**src/rtl/sfr_pkg.sv**
```systemverilog
// shared types, constants and codes of the serial frame receiver
package sfr_pkg;

    localparam int SUM_START_INDEX_DEF = 7;
    localparam int QUEUE_DEPTH = 2;
    localparam int CFG_IDX_W = 3;
    localparam int CFG_DATA_W = 16;

    localparam logic [0:0] OP_BYTE = 1'b0;
    localparam logic [0:0] OP_TICK = 1'b1;

    localparam logic [2:0] EV_NONE     = 3'd0;
    localparam logic [2:0] EV_OPENED   = 3'd1;
    localparam logic [2:0] EV_STORED   = 3'd2;
    localparam logic [2:0] EV_GOOD     = 3'd3;
    localparam logic [2:0] EV_BAD_SUM  = 3'd4;
    localparam logic [2:0] EV_OVERFLOW = 3'd5;
    localparam logic [2:0] EV_TIMEOUT  = 3'd6;

    localparam logic [CFG_IDX_W-1:0] REG_WAKE_BYTE     = 3'd0;
    localparam logic [CFG_IDX_W-1:0] REG_START_BYTE    = 3'd1;
    localparam logic [CFG_IDX_W-1:0] REG_STOP_BYTE     = 3'd2;
    localparam logic [CFG_IDX_W-1:0] REG_MIN_FRAME_LEN = 3'd3;
    localparam logic [CFG_IDX_W-1:0] REG_MAX_FRAME_LEN = 3'd4;
    localparam logic [CFG_IDX_W-1:0] REG_TIMEOUT_TICKS = 3'd5;
    localparam logic [CFG_IDX_W-1:0] REG_CHECKSUM_BIAS = 3'd6;

    localparam logic [7:0] MAX_LEN_CAP = 8'd254;

    typedef struct packed {
        logic [7:0]  wake_byte;
        logic [7:0]  start_byte;
        logic [7:0]  stop_byte;
        logic [7:0]  min_frame_len;
        logic [7:0]  max_frame_len;
        logic [15:0] timeout_ticks;
        logic [7:0]  checksum_bias;
    } cfg_t;

    typedef struct packed {
        logic       operation;
        logic [7:0] rx_byte;
        logic       open_hit;
        logic       stop_hit;
    } item_t;

endpackage

```
**src/rtl/sfr_front.sv**
```systemverilog
// front stage: takes input transfers and classifies the byte against the config
module sfr_front
    import sfr_pkg::*;
(
    input  logic       in_valid,
    output logic       in_stall,
    input  logic       operation,
    input  logic [7:0] rx_byte,
    input  cfg_t       cfg,
    input  logic       q_full,
    output logic       push,
    output item_t      item
);

    assign in_stall = q_full;
    assign push     = in_valid && !q_full;

    always_comb
    begin
        item.operation = operation;
        item.rx_byte   = rx_byte;
        item.open_hit  = (rx_byte != cfg.wake_byte) && (rx_byte == cfg.start_byte);
        item.stop_hit  = (rx_byte == cfg.stop_byte);
    end

endmodule

```
**src/rtl/sfr_queue.sv**
```systemverilog
// short fifo between the front and back stages
module sfr_queue
    import sfr_pkg::*;
(
    input  logic  clk,
    input  logic  rst_n,
    input  logic  push,
    input  item_t push_item,
    input  logic  pop,
    output logic  q_valid,
    output logic  q_full,
    output item_t head
);

    localparam int PtrW = (QUEUE_DEPTH > 1) ? $clog2(QUEUE_DEPTH) : 1;
    localparam int CntW = $clog2(QUEUE_DEPTH + 1);
    localparam logic [CntW-1:0] DepthC = CntW'(QUEUE_DEPTH);
    localparam logic [PtrW-1:0] LastPtr = PtrW'(QUEUE_DEPTH - 1);

    item_t           mem_reg [QUEUE_DEPTH];
    logic [PtrW-1:0] wr_ptr_reg;
    logic [PtrW-1:0] wr_ptr_next;
    logic [PtrW-1:0] rd_ptr_reg;
    logic [PtrW-1:0] rd_ptr_next;
    logic [CntW-1:0] count_reg;
    logic [CntW-1:0] count_next;

    assign q_valid = (count_reg != '0);
    assign q_full  = (count_reg == DepthC);
    assign head    = mem_reg[rd_ptr_reg];

    always_comb
    begin
        wr_ptr_next = wr_ptr_reg;
        rd_ptr_next = rd_ptr_reg;
        count_next  = count_reg;
        if (push)
        begin
            wr_ptr_next = (wr_ptr_reg == LastPtr) ? '0 : wr_ptr_reg + 1'b1;
        end
        if (pop)
        begin
            rd_ptr_next = (rd_ptr_reg == LastPtr) ? '0 : rd_ptr_reg + 1'b1;
        end
        if (push && !pop)
        begin
            count_next = count_reg + 1'b1;
        end
        else if (pop && !push)
        begin
            count_next = count_reg - 1'b1;
        end
    end

    always_ff @(posedge clk or negedge rst_n)
    begin
        if (!rst_n)
        begin
            wr_ptr_reg <= '0;
            rd_ptr_reg <= '0;
            count_reg  <= '0;
        end
        else
        begin
            wr_ptr_reg <= wr_ptr_next;
            rd_ptr_reg <= rd_ptr_next;
            count_reg  <= count_next;
        end
    end

    always_ff @(posedge clk)
    begin
        if (push)
        begin
            mem_reg[wr_ptr_reg] <= push_item;
        end
    end

endmodule

```
**src/rtl/sfr_back.sv**
```systemverilog
// back stage: frame state, sum check and the registered result
module sfr_back
    import sfr_pkg::*;
#(
    parameter int SUM_START_INDEX = SUM_START_INDEX_DEF
)
(
    input  logic       clk,
    input  logic       rst_n,
    input  cfg_t       cfg,
    input  logic       q_valid,
    input  item_t      head,
    output logic       pop,
    output logic       out_valid,
    input  logic       out_stall,
    output logic [2:0] event_res,
    output logic [7:0] data_byte,
    output logic [7:0] byte_index,
    output logic [7:0] frame_length,
    output logic [7:0] received_checksum,
    output logic [7:0] computed_checksum
);

    localparam logic [7:0] SumFrom = 8'(SUM_START_INDEX + 2);

    logic        in_frame_reg;
    logic        in_frame_next;
    logic [7:0]  count_reg;
    logic [7:0]  count_next;
    logic [7:0]  sum_reg;
    logic [7:0]  sum_next;
    logic [7:0]  last_reg;
    logic [7:0]  last_next;
    logic [7:0]  second_reg;
    logic [7:0]  second_next;
    logic [15:0] idle_reg;
    logic [15:0] idle_next;
    logic        out_valid_reg;
    logic        out_valid_next;

    logic [2:0]  ev_reg;
    logic [2:0]  ev_next;
    logic [7:0]  dbyte_reg;
    logic [7:0]  dbyte_next;
    logic [7:0]  idx_reg;
    logic [7:0]  idx_next;
    logic [7:0]  flen_reg;
    logic [7:0]  flen_next;
    logic [7:0]  rcs_reg;
    logic [7:0]  rcs_next;
    logic [7:0]  ccs_reg;
    logic [7:0]  ccs_next;

    logic [15:0] idle_inc;
    logic [7:0]  len;
    logic [7:0]  max_len;
    logic [7:0]  sum_acc;
    logic [7:0]  check;

    assign pop = q_valid && (!out_valid_reg || !out_stall);

    always_comb
    begin
        in_frame_next = in_frame_reg;
        count_next    = count_reg;
        sum_next      = sum_reg;
        last_next     = last_reg;
        second_next   = second_reg;
        idle_next     = idle_reg;
        ev_next       = EV_NONE;
        dbyte_next    = '0;
        idx_next      = '0;
        flen_next     = '0;
        rcs_next      = '0;
        ccs_next      = '0;
        idle_inc      = (idle_reg == 16'hFFFF) ? idle_reg : idle_reg + 16'd1;
        len           = count_reg + 8'd1;
        max_len       = (cfg.max_frame_len > MAX_LEN_CAP) ? MAX_LEN_CAP : cfg.max_frame_len;
        sum_acc       = (count_reg >= SumFrom) ? sum_reg + second_reg : sum_reg;
        check         = sum_acc - cfg.checksum_bias;

        if (head.operation == OP_TICK)
        begin
            idle_next = idle_inc;
            if (in_frame_reg && (idle_inc > cfg.timeout_ticks))
            begin
                ev_next       = EV_TIMEOUT;
                flen_next     = count_reg;
                in_frame_next = 1'b0;
                count_next    = '0;
                sum_next      = '0;
                last_next     = '0;
                second_next   = '0;
            end
        end
        else
        begin
            idle_next = '0;
            if (!in_frame_reg)
            begin
                if (head.open_hit)
                begin
                    in_frame_next = 1'b1;
                    count_next    = 8'd1;
                    sum_next      = '0;
                    last_next     = head.rx_byte;
                    second_next   = '0;
                    ev_next       = EV_OPENED;
                    dbyte_next    = head.rx_byte;
                    flen_next     = 8'd1;
                end
            end
            else
            begin
                dbyte_next = head.rx_byte;
                idx_next   = count_reg;
                flen_next  = len;
                if (head.stop_hit && (len >= cfg.min_frame_len))
                begin
                    rcs_next      = last_reg;
                    ccs_next      = check;
                    ev_next       = (check == last_reg) ? EV_GOOD : EV_BAD_SUM;
                    in_frame_next = 1'b0;
                    count_next    = '0;
                    sum_next      = '0;
                    last_next     = '0;
                    second_next   = '0;
                end
                else if (len > max_len)
                begin
                    ev_next       = EV_OVERFLOW;
                    in_frame_next = 1'b0;
                    count_next    = '0;
                    sum_next      = '0;
                    last_next     = '0;
                    second_next   = '0;
                end
                else
                begin
                    ev_next     = EV_STORED;
                    count_next  = len;
                    sum_next    = sum_acc;
                    second_next = last_reg;
                    last_next   = head.rx_byte;
                end
            end
        end
    end

    always_comb
    begin
        out_valid_next = out_valid_reg;
        if (pop)
        begin
            out_valid_next = 1'b1;
        end
        else if (!out_stall)
        begin
            out_valid_next = 1'b0;
        end
    end

    always_ff @(posedge clk or negedge rst_n)
    begin
        if (!rst_n)
        begin
            in_frame_reg  <= 1'b0;
            count_reg     <= '0;
            sum_reg       <= '0;
            last_reg      <= '0;
            second_reg    <= '0;
            idle_reg      <= '0;
            out_valid_reg <= 1'b0;
        end
        else
        begin
            out_valid_reg <= out_valid_next;
            if (pop)
            begin
                in_frame_reg <= in_frame_next;
                count_reg    <= count_next;
                sum_reg      <= sum_next;
                last_reg     <= last_next;
                second_reg   <= second_next;
                idle_reg     <= idle_next;
            end
        end
    end

    always_ff @(posedge clk)
    begin
        if (pop)
        begin
            ev_reg    <= ev_next;
            dbyte_reg <= dbyte_next;
            idx_reg   <= idx_next;
            flen_reg  <= flen_next;
            rcs_reg   <= rcs_next;
            ccs_reg   <= ccs_next;
        end
    end

    assign out_valid         = out_valid_reg;
    assign event_res         = ev_reg;
    assign data_byte         = dbyte_reg;
    assign byte_index        = idx_reg;
    assign frame_length      = flen_reg;
    assign received_checksum = rcs_reg;
    assign computed_checksum = ccs_reg;

`ifndef SYNTHESIS
    a_idle_frame_clear: assert property (@(posedge clk) disable iff (!rst_n)
        !in_frame_reg |-> (count_reg == '0) && (sum_reg == '0) && (last_reg == '0))
        else $error("frame state not cleared outside a frame");

    a_count_bound: assert property (@(posedge clk) disable iff (!rst_n)
        in_frame_reg |-> (count_reg != '0) && (count_reg <= MAX_LEN_CAP))
        else $error("frame count out of range");

    a_close_clears: assert property (@(posedge clk) disable iff (!rst_n)
        pop && (ev_next == EV_GOOD || ev_next == EV_BAD_SUM || ev_next == EV_OVERFLOW
            || ev_next == EV_TIMEOUT) |=> !in_frame_reg && out_valid_reg)
        else $error("frame still open after close");

    a_byte_clears_idle: assert property (@(posedge clk) disable iff (!rst_n)
        pop && (head.operation == OP_BYTE) |=> (idle_reg == '0))
        else $error("idle count not cleared by a byte");
`endif

endmodule

```
**src/rtl/serial_frame_receiver_with_sum_check_unit.sv**
```systemverilog
// top level: config registers, front classifier, queue and back stage
// Deframes a byte stream into frames opened by the start byte and closed by the stop
// byte, reporting one result per transfer: opened, stored, good or bad checksum,
// overflow discard, timeout flush, or nothing. A transfer is taken every cycle unless the
// queue is full; its result passes through the queue and the result register, and the
// back stage takes one item per clock while the output is not stalled. A two-entry queue
// between the classifier and the back stage lets new input be taken while a result waits.
// Config writes are always ready and should be made only while the block is idle.
module serial_frame_receiver_with_sum_check_unit
    import sfr_pkg::*;
#(
    parameter int SUM_START_INDEX = SUM_START_INDEX_DEF
)
(
    input  logic                  clk,
    input  logic                  rst_n,
    input  logic                  in_valid,
    output logic                  in_stall,
    input  logic                  operation,
    input  logic [7:0]            rx_byte,
    output logic                  out_valid,
    input  logic                  out_stall,
    output logic [2:0]            event_res,
    output logic [7:0]            data_byte,
    output logic [7:0]            byte_index,
    output logic [7:0]            frame_length,
    output logic [7:0]            received_checksum,
    output logic [7:0]            computed_checksum,
    input  logic                  cfg_valid,
    output logic                  cfg_ready,
    input  logic [CFG_IDX_W-1:0]  cfg_index,
    input  logic [CFG_DATA_W-1:0] cfg_data
);

    cfg_t  cfg_reg;
    cfg_t  cfg_next;
    logic  push;
    logic  pop;
    logic  q_valid;
    logic  q_full;
    item_t push_item;
    item_t head;

    assign cfg_ready = 1'b1;

    always_comb
    begin
        cfg_next = cfg_reg;
        if (cfg_valid && cfg_ready)
        begin
            unique case (cfg_index)
                REG_WAKE_BYTE:     cfg_next.wake_byte     = cfg_data[7:0];
                REG_START_BYTE:    cfg_next.start_byte    = cfg_data[7:0];
                REG_STOP_BYTE:     cfg_next.stop_byte     = cfg_data[7:0];
                REG_MIN_FRAME_LEN: cfg_next.min_frame_len = cfg_data[7:0];
                REG_MAX_FRAME_LEN: cfg_next.max_frame_len = cfg_data[7:0];
                REG_TIMEOUT_TICKS: cfg_next.timeout_ticks = cfg_data[15:0];
                REG_CHECKSUM_BIAS: cfg_next.checksum_bias = cfg_data[7:0];
                default:           cfg_next = cfg_reg;
            endcase
        end
    end

    always_ff @(posedge clk or negedge rst_n)
    begin
        if (!rst_n)
        begin
            cfg_reg.wake_byte     <= 8'd254;
            cfg_reg.start_byte    <= 8'h68;
            cfg_reg.stop_byte     <= 8'd22;
            cfg_reg.min_frame_len <= 8'd22;
            cfg_reg.max_frame_len <= 8'd200;
            cfg_reg.timeout_ticks <= 16'd50;
            cfg_reg.checksum_bias <= 8'd2;
        end
        else
        begin
            cfg_reg <= cfg_next;
        end
    end

    sfr_front u_front (
        .in_valid  (in_valid),
        .in_stall  (in_stall),
        .operation (operation),
        .rx_byte   (rx_byte),
        .cfg       (cfg_reg),
        .q_full    (q_full),
        .push      (push),
        .item      (push_item)
    );

    sfr_queue u_queue (
        .clk       (clk),
        .rst_n     (rst_n),
        .push      (push),
        .push_item (push_item),
        .pop       (pop),
        .q_valid   (q_valid),
        .q_full    (q_full),
        .head      (head)
    );

    sfr_back #(
        .SUM_START_INDEX (SUM_START_INDEX)
    ) u_back (
        .clk               (clk),
        .rst_n             (rst_n),
        .cfg               (cfg_reg),
        .q_valid           (q_valid),
        .head              (head),
        .pop               (pop),
        .out_valid         (out_valid),
        .out_stall         (out_stall),
        .event_res         (event_res),
        .data_byte         (data_byte),
        .byte_index        (byte_index),
        .frame_length      (frame_length),
        .received_checksum (received_checksum),
        .computed_checksum (computed_checksum)
    );

endmodule

```
**config.mk**
```make
export PLATFORM = sky130hd
export DESIGN_NAME = serial_frame_receiver_with_sum_check_unit
export DESIGN_NICKNAME = d
export VERILOG_FILES = /design/src/rtl/sfr_pkg.sv /design/src/rtl/sfr_front.sv /design/src/rtl/sfr_queue.sv /design/src/rtl/sfr_back.sv /design/src/rtl/serial_frame_receiver_with_sum_check_unit.sv
export SDC_FILE = /design/constraint.sdc
export NUM_CORES = 1
export LEC_CHECK = 0
export ABC_CLOCK_PERIOD_IN_PS = 8200
export BUFFER_PORTS_ARGS = -buffer_cell sky130_fd_sc_hd__buf_4
export CORE_MARGIN = 8
export CORE_UTILIZATION = 38
export DETAILED_ROUTE_END_ITERATION = 6
export SYNTH_ARGS = -nofsm -noshare
export SYNTH_HDL_FRONTEND = slang
export SYNTH_SLANG_ARGS = --single-unit
export TNS_END_PERCENT = 50
```
**constraint.sdc**
```tcl
create_clock -name clk -period 8.2 [get_ports clk]
set_input_delay 1.23 -clock clk [delete_from_list [all_inputs] [get_ports clk]]
set_output_delay 1.23 -clock clk [all_outputs]
set_load 0.01 [all_outputs]
```
==> report_table.html <==
<table>
<tr><th>Metric</th><th>Value</th></tr>
<tr><th colspan="2">CTS</th></tr>
<tr><td>Clock insertion delay at the later pin of the skew report</td><td>0.44 ns</td></tr>
<tr><td>CTS tree</td><td>yes</td></tr>
<tr><td>Clock tree root buffer cell</td><td>sky130_fd_sc_hd__clkbuf_16</td></tr>
<tr><td>Post-CTS resize count</td><td>0</td></tr>
<tr><td>Post-CTS repair timing setup buffer count</td><td>0</td></tr>
<tr><td>Clock sink count</td><td>183</td></tr>
<tr><td>Clock transition at the registers of the reported paths</td><td>0.07 ns</td></tr>
<tr><td>CTS H-tree lvls</td><td>4</td></tr>
<tr><td>TritonCTS Buffers</td><td>17</td></tr>
<tr><td>Maximum clock path buffer count</td><td>2</td></tr>
<tr><td>Number of hold-repair buffers added at the cts stage</td><td>0</td></tr>
<tr><th colspan="2">Drt</th></tr>
<tr><td>Total number of vias</td><td>6394</td></tr>
<tr><td>Initial DRC Count</td><td>280</td></tr>
<tr><td>Total length of routed wires</td><td>about 22000 um</td></tr>
<tr><td>Number of search-and-repair iterations in the first detailed-routing pass</td><td>4</td></tr>
<tr><td>Post-detailed-route DRC marker count</td><td>0</td></tr>
<tr><td>Antenna-violating nets left</td><td>0</td></tr>
<tr><td>Average wire per standard cell</td><td>roughly 18 um</td></tr>
<tr><td>Vias per cell</td><td>5.17</td></tr>
<tr><th colspan="2">Place</th></tr>
<tr><td>Cell area after placement</td><td>0.0104 mm2</td></tr>
<tr><td>Global placer's final weighted congestion</td><td>0.806</td></tr>
<tr><td>Post-DP HPWL</td><td>15800 um</td></tr>
<tr><td>Placed cell count</td><td>1204</td></tr>
<tr><td>Worst slack, placed</td><td>3.89 ns</td></tr>
<tr><td>Port bufs</td><td>77</td></tr>
<tr><th colspan="2">Global route</th></tr>
<tr><td>Global routing usage summed across all routing layers</td><td>14.7%</td></tr>
<tr><td>Global-route wire length before repair</td><td>35400 um</td></tr>
<tr><td>Number of antenna violations at the first check in global routing</td><td>0</td></tr>
<tr><td>Residual overflow from global routing</td><td>0</td></tr>
<tr><td>Largest net degree at the start of global routing</td><td>70</td></tr>
<tr><td>Vias in the first global route</td><td>6535</td></tr>
<tr><th colspan="2">Worst setup path</th></tr>
<tr><td>Cell repeated most along the worst path</td><td>sky130_fd_sc_hd__a21oi_1</td></tr>
<tr><td>Critical Path AT</td><td>4.53 ns</td></tr>
<tr><td>CP Launch Point</td><td>u_back.second_reg[0]</td></tr>
<tr><td>Critical path start-end classification</td><td>reg2reg</td></tr>
<tr><td>Worst R2R Start</td><td>u_back.second_reg[0]</td></tr>
<tr><td>Required arrival time at the worst endpoint</td><td>8.37 ns</td></tr>
<tr><td>Critical path's largest stage delay</td><td>0.48 ns</td></tr>
<tr><td>Critical Path Fanout Max</td><td>7</td></tr>
<tr><td>Max stage delay cell, worst path</td><td>sky130_fd_sc_hd__ha_1</td></tr>
<tr><td>Crit-path cells</td><td>ha_1 -&gt; fa_1 -&gt; a21o_1 -&gt; a21oi_1 -&gt; o21bai_1 -&gt; a21oi_1 -&gt; xor2_1 -&gt; o21ai_0 -&gt; ha_1 -&gt; o21ai_0 -&gt; nand2_1 -&gt; o22ai_1 -&gt; a211oi_1 -&gt; xor3_1 -&gt; nor4_2 -&gt; a21oi_1</td></tr>
<tr><td>Startpoint type of the worst setup path</td><td>register</td></tr>
<tr><td>Type of element capturing the critical path</td><td>register</td></tr>
<tr><th colspan="2">Floorplanning</th></tr>
<tr><td>Area enclosed by the die boundary</td><td>0.0304 mm2</td></tr>
<tr><td>Die Wd</td><td>174 um</td></tr>
<tr><td>Starting density of the core</td><td>38.2%</td></tr>
<tr><td>Std-Cell Rows</td><td>58</td></tr>
<tr><td>Die height</td><td>174 um</td></tr>
<tr><td>Core area</td><td>0.0249 mm2</td></tr>
<tr><td>I/O pin total</td><td>79</td></tr>
<tr><th colspan="2">Synth</th></tr>
<tr><td>Proportion of synthesized chip area in sequential cells</td><td>51.9%</td></tr>
<tr><td>Post-synth EDFFs</td><td>65</td></tr>
<tr><td>Top FF cell, synth</td><td>sky130_fd_sc_hd__dfrtp_1</td></tr>
<tr><td>Synth Area per Inst</td><td>11.6 um2</td></tr>
<tr><td>Synth unique cells</td><td>64</td></tr>
<tr><td>Number of flip-flops and latches in the synthesized netlist</td><td>183</td></tr>
<tr><td>Synth warnings</td><td>0</td></tr>
<tr><td>Instance count of the mapped netlist</td><td>between 800 and 900</td></tr>
<tr><td>Cell area after synthesis</td><td>0.00951 mm2</td></tr>
<tr><td>Syn Nets</td><td>906</td></tr>
<tr><td>Async set-or-reset flop fraction in the synthesized netlist</td><td>64.5%</td></tr>
<tr><th colspan="2">STA</th></tr>
<tr><td>Slew HR</td><td>17.7%</td></tr>
<tr><td>Slew at the pin with the worst max-slew slack</td><td>1.23 ns</td></tr>
<tr><td>Clock skew after layout</td><td>~0.013 ns</td></tr>
<tr><td>Final TNS setup</td><td>0 ns</td></tr>
<tr><td>Final clock period utilization by the worst path</td><td>53.3%</td></tr>
<tr><td>Peak Freq</td><td>229 MHz</td></tr>
<tr><td>Final Worst Setup Slack</td><td>3.83 ns</td></tr>
<tr><td>Final number of max-transition violations</td><td>0</td></tr>
<tr><td>Fin crit period</td><td>~4.4 ns</td></tr>
<tr><td>Number of setup violations in the final report</td><td>0</td></tr>
<tr><td>Worst hold slack after final layout</td><td>0.495 ns</td></tr>
<tr><td>Fin. Hold Viols</td><td>0</td></tr>
<tr><td>RSZ-0062 raised after global routing</td><td>no</td></tr>
<tr><th colspan="2">Final layout</th></tr>
<tr><td>Most frequent cells in the layout</td><td>95 x sky130_fd_sc_hd__dfrtp_1, 85 x sky130_fd_sc_hd__buf_4, 65 x sky130_fd_sc_hd__edfxtp_1</td></tr>
<tr><td>Non-filler cells, final</td><td>1236</td></tr>
<tr><td>Final net count</td><td>980</td></tr>
<tr><td>Final instance area</td><td>0.0110 mm2</td></tr>
<tr><td>Area added between synthesis and finish</td><td>15.8%</td></tr>
<tr><td>Post-route core utilization</td><td>44.3%</td></tr>
<tr><td># diodes</td><td>0</td></tr>
<tr><td>Number of flip-flops in the largest register</td><td>64</td></tr>
<tr><td>Most common cell after layout, fill and taps aside</td><td>sky130_fd_sc_hd__dfrtp_1</td></tr>
<tr><td>Share of layout cells above drive strength 1</td><td>approximately a quarter</td></tr>
<tr><th colspan="2">Pwr</th></tr>
<tr><td>Part of the power in the clock network</td><td>24.7%</td></tr>
<tr><td>Sw power</td><td>1.13 mW</td></tr>
<tr><td>Share of power burned in combinational logic</td><td>31.7%</td></tr>
<tr><td>PnR Total Power</td><td>approximately 3.3 mW</td></tr>
<tr><td>Int Pwr</td><td>2.14 mW</td></tr>
<tr><td>Sw Share</td><td>34.5%</td></tr>
<tr><td>Power per standard cell area</td><td>297 mW/mm2</td></tr>
<tr><td>LEAKAGE</td><td>4.85 nW</td></tr>
<tr><td>Peak supply drop</td><td>0.175 mV</td></tr>
<tr><td>Proportion of power drawn by flip-flops and latches</td><td>43.6%</td></tr>
<tr><th colspan="2">Status</th></tr>
<tr><td>Run status</td><td>completed</td></tr>
<tr><th colspan="2">Hold path</th></tr>
<tr><td>Hold path startpoint</td><td>u_queue.wr_ptr_reg</td></tr>
<tr><td>HP Class</td><td>reg2reg</td></tr>
<tr><th colspan="2">Flow run</th></tr>
<tr><td>Max_cap viols</td><td>0</td></tr>
</table>
## power by group through the flow
| stage | clock (mW) | sequential (mW) | combinational [mW] |
|---|---|---|---|
| floorplan | 0 | 1.41 | 0.679 |
| global placement | 0 | 1.44 | 1.03 |
| detailed placement | 0 | 1.44 | 1.05 |
| CTS | 0.829 | 1.43 | 1.05 |
| global route | 0.861 | 1.46 | 1.15 |
| finish | 0.807 | 1.43 | 1.04 |
## path summary, 6_finish.rpt
kind | to | cells after the start | slack, ns
max | u_back.event_res[2] | 16 | 3.83
min | u_queue.wr_ptr_reg | 1 | 0.49
max reg2reg | u_back.event_res[2] | 16 | 3.83
min reg2reg | u_queue.wr_ptr_reg | 1 | 0.49
max in group asynchronous | u_back.idle_reg[1] | 2 | 6.00
min in group asynchronous | u_back.count_reg[7] | 1 | 0.84
## synthesized netlist by cell type, drive strengths merged, types with 3 or more instances
cell    instances  share of area [%]
mux2           63                7.5
and2            8               0.53
xor2           22                2.0
and3           10               0.66
inv            56                2.2
dfstp          23                6.4
ha             52                6.8
and4            3               0.28
nor4            5               0.39
nand4          15               0.99
o21ai          40                2.1
nand2b          7               0.46
a211o           3               0.28
nand3          11               0.58
nand4b          3               0.28
a31oi           9               0.59
dfrtp          95                 25
a21oi          22                1.2
nor2b           7               0.46
a221o           4               0.42
buf            10               0.55
o21a            6               0.47
o31ai           7               0.55
nor3b           3               0.34
a211oi          5               0.39
a32o           10                1.1
edfxtp         65                 21
mux2i          16                1.7
nor2           51                2.1
clkbuf         20               0.79
nand2          47                1.9
xnor2          43                4.0
nor3           11               0.58
a22o           22                2.0
or2             3               0.20
a21o           15                1.2
## final cells by class
type / instances / area (um2)
clock inverter: 13 / 138
multi-input combinational: 550 / 4240
clock buffer: 19 / 443
inverter: 56 / 210
timing repair buffer: 85 / 638
sequential: 183 / 4930
tap: 330 / 413
fill: 2351 / 13900
## critical path: cells and delay by family, from the launching register on
family	cells	cell delay [ns]
XOR/XNOR	2	0.57
AO/OA/AOI/OAI	9	1.59
AND/OR/NAND/NOR	2	0.41
flip-flops	1	0.39
adder cells (fa/ha/maj)	3	1.14
## per-layer routing
layer	up-vias	part of all wire (%)	track usage [%]
li1	3118	-	-
met1	3109	49	20.0
met2	148	45	22.9
met3	19	4.5	3.04
met4	0	1.2	4.70
met5	-	0	0
## kinds of logic after synthesis
kind of cell | count (synthesis) | synth area share, %
and+or+nand+nor | 189 | 10.0
DFF | 183 | 51.9
AOI/OAI and AO/OA | 161 | 11.9
buffers and inverters | 86 | 3.55
muxes | 79 | 9.14
xor gates and xnor gates | 66 | 6.23
adders and majority gates | 54 | 7.26
other | 1 | 0.0394
No activity file was read; power rests on OpenSTA's default activity.
